`config.mk`:
```
export PLATFORM = sky130hd
export DESIGN_NAME = zero_run_bitmap_decoder
export DESIGN_NICKNAME = d
export VERILOG_FILES = /design/src/rtl/zrbd_pkg.sv /design/src/rtl/zrbd_row_store.sv /design/src/rtl/zero_run_bitmap_decoder.sv
export SDC_FILE = /design/constraint.sdc
export NUM_CORES = 2
export LEC_CHECK = 0
export BUFFER_PORTS_ARGS = -buffer_cell sky130_fd_sc_hd__buf_2
export CORE_ASPECT_RATIO = 1.1
export CORE_UTILIZATION = 36
export DETAILED_ROUTE_END_ITERATION = 8
export GPL_TIMING_DRIVEN = 0
export PLACE_DENSITY_LB_ADDON = 0.25
export RECOVER_POWER = 50
export SYNTH_ARGS = -nofsm -noshare
export SYNTH_HDL_FRONTEND = slang
export SYNTH_SLANG_ARGS = --single-unit
```
`constraint.sdc`:
```
create_clock -name clk -period 41.2 [get_ports clk]
set_input_delay 10.3 -clock clk [delete_from_list [all_inputs] [get_ports clk]]
set_output_delay 10.3 -clock clk [all_outputs]
set_load 0.05 [all_outputs]
```
`src/rtl/zrbd_pkg.sv`:
```
// shared constants and types for the zero-run bitmap decoder
package zrbd_pkg;

    localparam int CMD_W   = 2;
    localparam int BYTE_W  = 8;
    localparam int CNT_W   = 13;
    localparam int BITSEL_W = 3;

    typedef logic [CMD_W-1:0]  cmd_t;
    typedef logic [BYTE_W-1:0] byte_t;
    typedef logic [CNT_W-1:0]  count_t;

    localparam cmd_t CMD_BEGIN = 2'd0;
    localparam cmd_t CMD_BYTE  = 2'd1;
    localparam cmd_t CMD_FILL  = 2'd2;
    localparam cmd_t CMD_QUERY = 2'd3;

    localparam byte_t CLEAR_BYTE = 8'h00;
    localparam byte_t FILL_BYTE  = 8'hff;

    localparam count_t COUNT_RESET = 13'd1;

endpackage

```
`src/rtl/zrbd_row_store.sv`:
```
// row byte store: one write port, one read port with registered data
module zrbd_row_store #(
    parameter int DEPTH = 512,
    parameter int AW    = 9
) (
    input  logic                  clk,
    input  logic                  wr_en,
    input  logic [AW-1:0]         wr_addr,
    input  zrbd_pkg::byte_t       wr_data,
    input  logic                  rd_en,
    input  logic [AW-1:0]         rd_addr,
    output zrbd_pkg::byte_t       rd_data
);

    zrbd_pkg::byte_t mem [DEPTH];
    zrbd_pkg::byte_t rd_data_reg;

    always_ff @(posedge clk)
    begin
        if (wr_en)
        begin
            mem[wr_addr] <= wr_data;
        end
        if (rd_en)
        begin
            rd_data_reg <= mem[rd_addr];
        end
    end

    assign rd_data = rd_data_reg;

endmodule

```
`src/rtl/zero_run_bitmap_decoder.sv`:
```
// zero-run bitmap decoder: a query passes from accept through the pending stage to the output register
// bytes and queries are taken one per cycle while in_stall is low; begin and fill sweep the whole byte store,
// holding the input off while the sweep runs
// after reset the same sweep clears the store: the input is stalled until it ends
// reset is asynchronous, active low; the cluster limit resets to 1, write position to 0
// a query waits in one stage for the read data, then in the output register
module zero_run_bitmap_decoder #(
    parameter int MAX_CLUSTERS = 4096
) (
    input  logic                    clk,
    input  logic                    rst_n,
    input  logic                    cfg_valid,
    output logic                    cfg_ready,
    input  zrbd_pkg::count_t        cfg_data,
    input  logic                    in_valid,
    output logic                    in_stall,
    input  zrbd_pkg::cmd_t          cmd,
    input  zrbd_pkg::byte_t         data_byte,
    input  zrbd_pkg::count_t        cluster,
    output logic                    out_valid,
    input  logic                    out_stall,
    output logic                    visible
);

    localparam int STORE_BYTES = (MAX_CLUSTERS + 7) / 8;
    localparam int AW  = (STORE_BYTES > 1) ? $clog2(STORE_BYTES) : 1;
    localparam int PW  = $clog2(STORE_BYTES + 1);
    localparam int MCW = $clog2(MAX_CLUSTERS + 1);
    localparam int XW  = (MCW > zrbd_pkg::CNT_W) ? MCW : zrbd_pkg::CNT_W;
    localparam int SW  = ((PW > zrbd_pkg::BYTE_W) ? PW : zrbd_pkg::BYTE_W) + 1;

    zrbd_pkg::count_t   count_reg;
    logic [PW-1:0]      wpos_reg, wpos_next;
    logic               expect_reg, expect_next;
    logic               sweep_reg, sweep_next;
    logic               sweep_fill_reg, sweep_fill_next;
    logic [AW-1:0]      sweep_addr_reg, sweep_addr_next;
    logic               pend_reg, pend_next;
    logic               pend_hit_reg;
    logic [zrbd_pkg::BITSEL_W-1:0] pend_bit_reg;
    logic               out_valid_reg, out_valid_next;
    logic               visible_reg;

    logic [XW-1:0]      cnt_ext, eff;
    logic [XW:0]        eff_round;
    logic [PW-1:0]      len;
    logic [SW-1:0]      skip_sum;
    logic               accept, pend_move;
    logic               wr_en;
    logic [AW-1:0]      wr_addr;
    zrbd_pkg::byte_t    wr_data;
    zrbd_pkg::byte_t    rd_data;
    logic               rd_en;
    logic [AW-1:0]      rd_addr;
    logic               in_range;

    assign cfg_ready = 1'b1;

    // effective cluster count and row length in bytes
    always_comb
    begin
        cnt_ext = XW'(count_reg);
        if (cnt_ext == '0)
        begin
            eff = XW'(1);
        end
        else if (cnt_ext > XW'(MAX_CLUSTERS))
        begin
            eff = XW'(MAX_CLUSTERS);
        end
        else
        begin
            eff = cnt_ext;
        end
        eff_round = {1'b0, eff} + (XW + 1)'(7);
        len = PW'(eff_round >> 3);
    end

    assign pend_move = pend_reg && (!out_valid_reg || !out_stall);
    assign in_stall  = sweep_reg || (pend_reg && out_valid_reg && out_stall);
    assign accept    = in_valid && !in_stall;

    assign skip_sum = SW'(wpos_reg) + SW'(data_byte);
    assign in_range = XW'(cluster) < eff;
    assign rd_en    = accept && (cmd == zrbd_pkg::CMD_QUERY);
    assign rd_addr  = AW'(cluster >> zrbd_pkg::BITSEL_W);

    always_comb
    begin
        wpos_next       = wpos_reg;
        expect_next     = expect_reg;
        sweep_next      = sweep_reg;
        sweep_fill_next = sweep_fill_reg;
        sweep_addr_next = sweep_addr_reg;
        wr_en           = 1'b0;
        wr_addr         = wpos_reg[AW-1:0];
        wr_data         = data_byte;

        if (sweep_reg)
        begin
            wr_en   = 1'b1;
            wr_addr = sweep_addr_reg;
            wr_data = sweep_fill_reg ? zrbd_pkg::FILL_BYTE : zrbd_pkg::CLEAR_BYTE;
            sweep_addr_next = sweep_addr_reg + AW'(1);
            if (sweep_addr_reg == AW'(STORE_BYTES - 1))
            begin
                sweep_next = 1'b0;
            end
        end
        else if (accept)
        begin
            case (cmd)
                zrbd_pkg::CMD_BEGIN:
                begin
                    wpos_next       = '0;
                    expect_next     = 1'b0;
                    sweep_next      = 1'b1;
                    sweep_fill_next = 1'b0;
                    sweep_addr_next = '0;
                end
                zrbd_pkg::CMD_BYTE:
                begin
                    if (expect_reg)
                    begin
                        expect_next = 1'b0;
                        // skip count saturates at the row end
                        if (skip_sum > SW'(len))
                        begin
                            wpos_next = len;
                        end
                        else
                        begin
                            wpos_next = PW'(skip_sum);
                        end
                    end
                    else if (wpos_reg < len)
                    begin
                        if (data_byte != zrbd_pkg::CLEAR_BYTE)
                        begin
                            wr_en     = 1'b1;
                            wpos_next = wpos_reg + PW'(1);
                        end
                        else
                        begin
                            expect_next = 1'b1;
                        end
                    end
                end
                zrbd_pkg::CMD_FILL:
                begin
                    wpos_next       = PW'(STORE_BYTES);
                    expect_next     = 1'b0;
                    sweep_next      = 1'b1;
                    sweep_fill_next = 1'b1;
                    sweep_addr_next = '0;
                end
                default:
                begin
                end
            endcase
        end
    end

    always_comb
    begin
        pend_next = rd_en || (pend_reg && !pend_move);
        if (pend_move)
        begin
            out_valid_next = 1'b1;
        end
        else if (!out_stall)
        begin
            out_valid_next = 1'b0;
        end
        else
        begin
            out_valid_next = out_valid_reg;
        end
    end

    always_ff @(posedge clk or negedge rst_n)
    begin
        if (!rst_n)
        begin
            count_reg      <= zrbd_pkg::COUNT_RESET;
            wpos_reg       <= '0;
            expect_reg     <= 1'b0;
            sweep_reg      <= 1'b1;
            sweep_fill_reg <= 1'b0;
            sweep_addr_reg <= '0;
            pend_reg       <= 1'b0;
            out_valid_reg  <= 1'b0;
        end
        else
        begin
            if (cfg_valid && cfg_ready)
            begin
                count_reg <= cfg_data;
            end
            wpos_reg       <= wpos_next;
            expect_reg     <= expect_next;
            sweep_reg      <= sweep_next;
            sweep_fill_reg <= sweep_fill_next;
            sweep_addr_reg <= sweep_addr_next;
            pend_reg       <= pend_next;
            out_valid_reg  <= out_valid_next;
        end
    end

    always_ff @(posedge clk)
    begin
        if (rd_en)
        begin
            pend_hit_reg <= in_range;
            pend_bit_reg <= cluster[zrbd_pkg::BITSEL_W-1:0];
        end
        if (pend_move)
        begin
            visible_reg <= pend_hit_reg && rd_data[pend_bit_reg];
        end
    end

    zrbd_row_store #(
        .DEPTH (STORE_BYTES),
        .AW    (AW)
    ) u_store (
        .clk     (clk),
        .wr_en   (wr_en),
        .wr_addr (wr_addr),
        .wr_data (wr_data),
        .rd_en   (rd_en),
        .rd_addr (rd_addr),
        .rd_data (rd_data)
    );

    assign out_valid = out_valid_reg;
    assign visible   = visible_reg;

endmodule

```
==> metrics.txt <==
Comb pwr share=4.8%; clock share of power=42.9%; Die Y=704.6 µm; starting density of the core=36.22%; Hold Path End=out_valid; wire per inst=35.13 µm; Largest register FFs=4096; GRT Util Overall=21.59%; Final Slew Violations=3510; post-route ant nets=0; Highest Clock Rate=47.05 MHz; Worst Path Required=30900 ps; Reg-to-Reg Start=sweep_reg; TNS Setup=0 ps; asr flop ratio synth=0.8924%; IO Port Bufs=42; Clk Latency, worst-skew pair=1010 ps; R2R Setup Slk=27630 ps; Syn. warnings=0; Cell variety after synth=71; WL final=494000 µm; drt first pass iters=8; io pins=45; Yosys top cell area share=76.38%; CTS sink cnt=4146; top post-synthesis cells by area=edfxtp_1 76%, mux4_2 18%, nor2_1 1.3%, clkbuf_1 0.62%, dfrtp_1 0.54%; CP Class=input pin to output port; via count=80230; Worst Skew=95.62 ps; post-synth net total=7189; R2R Path End=u_store.mem[132][6]; largest net degree at the start of global routing=45; number of synthesized flops with an enable pin=4109; VDD IR max=38.48 µV; Sequential Power Share=52.4%; Iter 0 DRT Violations=10870; Area growth syn-to-layout=14.10%; critical path arrival=10950 ps; max-slew headroom at the worst pin=-185.9%; register area share after synthesis=76.95%; CP cell instances=clkbuf_1, a31oi_1, inv_1, buf_2; Tightest Pin Transition=4244 ps; die area=451400 µm²; Min-Delay Startpoint=pend_reg; synth cell count leaders=4109 x edfxtp_1, 1282 x mux4_2, 568 x nor2_1; CTS tree=yes; status=finished with violations; Final nets=7829; WHS=525.1 ps; slowest CP cell=a31oi_1; Root Buffer=clkbuf_16; Net Sw Frac=21.71%; Synth area leader=edfxtp_1; Final setup viols=0; Leakage=0.05423 µW; CORE AREA=446000 µm²; DR vias/cell=5.705; global-route wire length before repair=673700 µm; layout cell share with drive strength beyond 1=26.12%; Final GP Congestion=0.8937; Core Rows=257; Final Critical Period=21250 ps; crit-path max cell delay=270 ps; CTS resizes=0; RSZ-0062 raised after global routing=no; Net Sw Power=1910 µW; pre-CTS WS=19960 ps; Cells after DPL=13270; Hold Path Depth=1; drc violations=1; vias in the first global route=80900; #FFs+latches synth=4146; TritonCTS buffer count=426; initial antenna violation count=36; count leader, synth=edfxtp_1; Fill cells=38680; violations in the final reports=design-rule violations, max-capacitance violations, max-slew violations; final period utilization=51.59%; CP Launch Type=input pin; CP endpoint kind=output port; clock buffer depth=4; mapped cell area=161600 µm²; Reg clk slew, reported paths=70 ps; postcts setup bufs=0; Non-Filler Instances=14060; R2R depth=11; min-delay worst type=flip-flop to flip-flop; Pint=6887 µW; setup ws final=19950 ps; post-synthesis cell count=7104; Hold Vio Cnt, Final=0; worst-path fanout max=4; syn_area_per_cell=22.74 µm²; Hold Buf Count CTS=0; Max-Cap Viols=105; PD cells=47.72 nW/µm²; grt ovf=0; Final HPWL DP=349900 µm; cell area after layout=184300 µm²; Main synth FF type=edfxtp_1; htree depth=5; Die X=640.7 µm; area post-placement=173300 µm²
==> routing by layer <==
layer	track usage (%)	wire (µm)	vias to the layer above
met5	0	379	-
met3	3.949	39310	838
li1	-	-	31510
met2	35.91	243700	3878
met1	28.04	187200	43990
met4	8.620	23420	10
==> critical path: cells and delay by family <==
kind	cells	cell delay, ps
buf+inv	3	380
compound gates	1	270
==> power by group through the flow <==
stage	combinational (µW)	sequential, µW	clock, µW
floorplan	233	4740	0
global placement	412	4800	0
detailed placement	435	4690	0
CTS	437	4600	3810
global route	433	4600	3960
finish	421	4610	3770
==> worst max path at each step <==
stage	from	end
2_1_floorplan	data_byte[1]	u_store.mem[0][1]
3_3_place_gp	data_byte[2]	u_store.mem[150][2]
3_5_place_dp	out_stall	in_stall
4_1_cts	out_stall	in_stall
5_1_grt	data_byte[6]	u_store.mem[169][6]
6_report	out_stall	in_stall
==> stage by stage <==
step           util (%)  power (µW)
2_1_floorplan         -        4974
4_1_cts           41.87        8850
6_report          41.33        8797
3_3_place_gp      37.94        5216
5_1_grt           41.33        8999
3_5_place_dp      38.85        5127
==> layout make-up <==
class                      instances  area, µm²  area share [%]
multi-input combinational       2497      35550           19.29
clock buffer                     527      11280           6.121
inverter                          36      135.1         0.07331
antenna                           11      27.53         0.01493
timing repair buffer             212       1619          0.8783
sequential                      4146     124300           67.44
clock inverter                   253       2172           1.178
buffer                           425       1773          0.9618
tap                             5957       7453           4.043
==> kinds of logic (layout without fill, tap and decap cells) <==
logic type,Yosys count,in the layout,share of synthesized area [%]
flops,4146,4146,76.95
other cells,1,12,0.002321
buf+inv,461,1453,1.114
compound gates,316,316,1.374
simple gates,810,810,2.073
mux,1306,1306,18.03
fa+ha+maj,44,44,0.3454
xor+xnor,20,20,0.1084
==> cell usage in the layout (no fill, tap or decap), types with 7 or more instances in the layout <==
cell and count:
buf_2 94, nor2b_1 8, or2_2 7, edfxtp_1 4109, nand4_1 7, clkinv_1 104
nor2_1 566, nor3_1 38, inv_6 10, clkbuf_1 439, clkbuf_16 437, diode_2 11
buf_12 13, mux4_2 1282, a221oi_1 16, mux2i_1 8, clkinvlp_4 8, buf_16 21
mux2_2 16, o22ai_1 10, a21o_1 7, a31oi_1 9, clkbuf_2 60, inv_1 36
bufinv_16 31, xnor2_1 16, a22oi_1 97, nor4_1 7, dfrtp_1 35, nand2_1 96
clkinv_2 84, a22o_1 19, buf_6 8, nand2b_1 18, nand3_1 29, ha_1 43
buf_1 87, a21oi_1 69, o21ai_0 31
No activity file was read; power rests on OpenSTA's default activity.
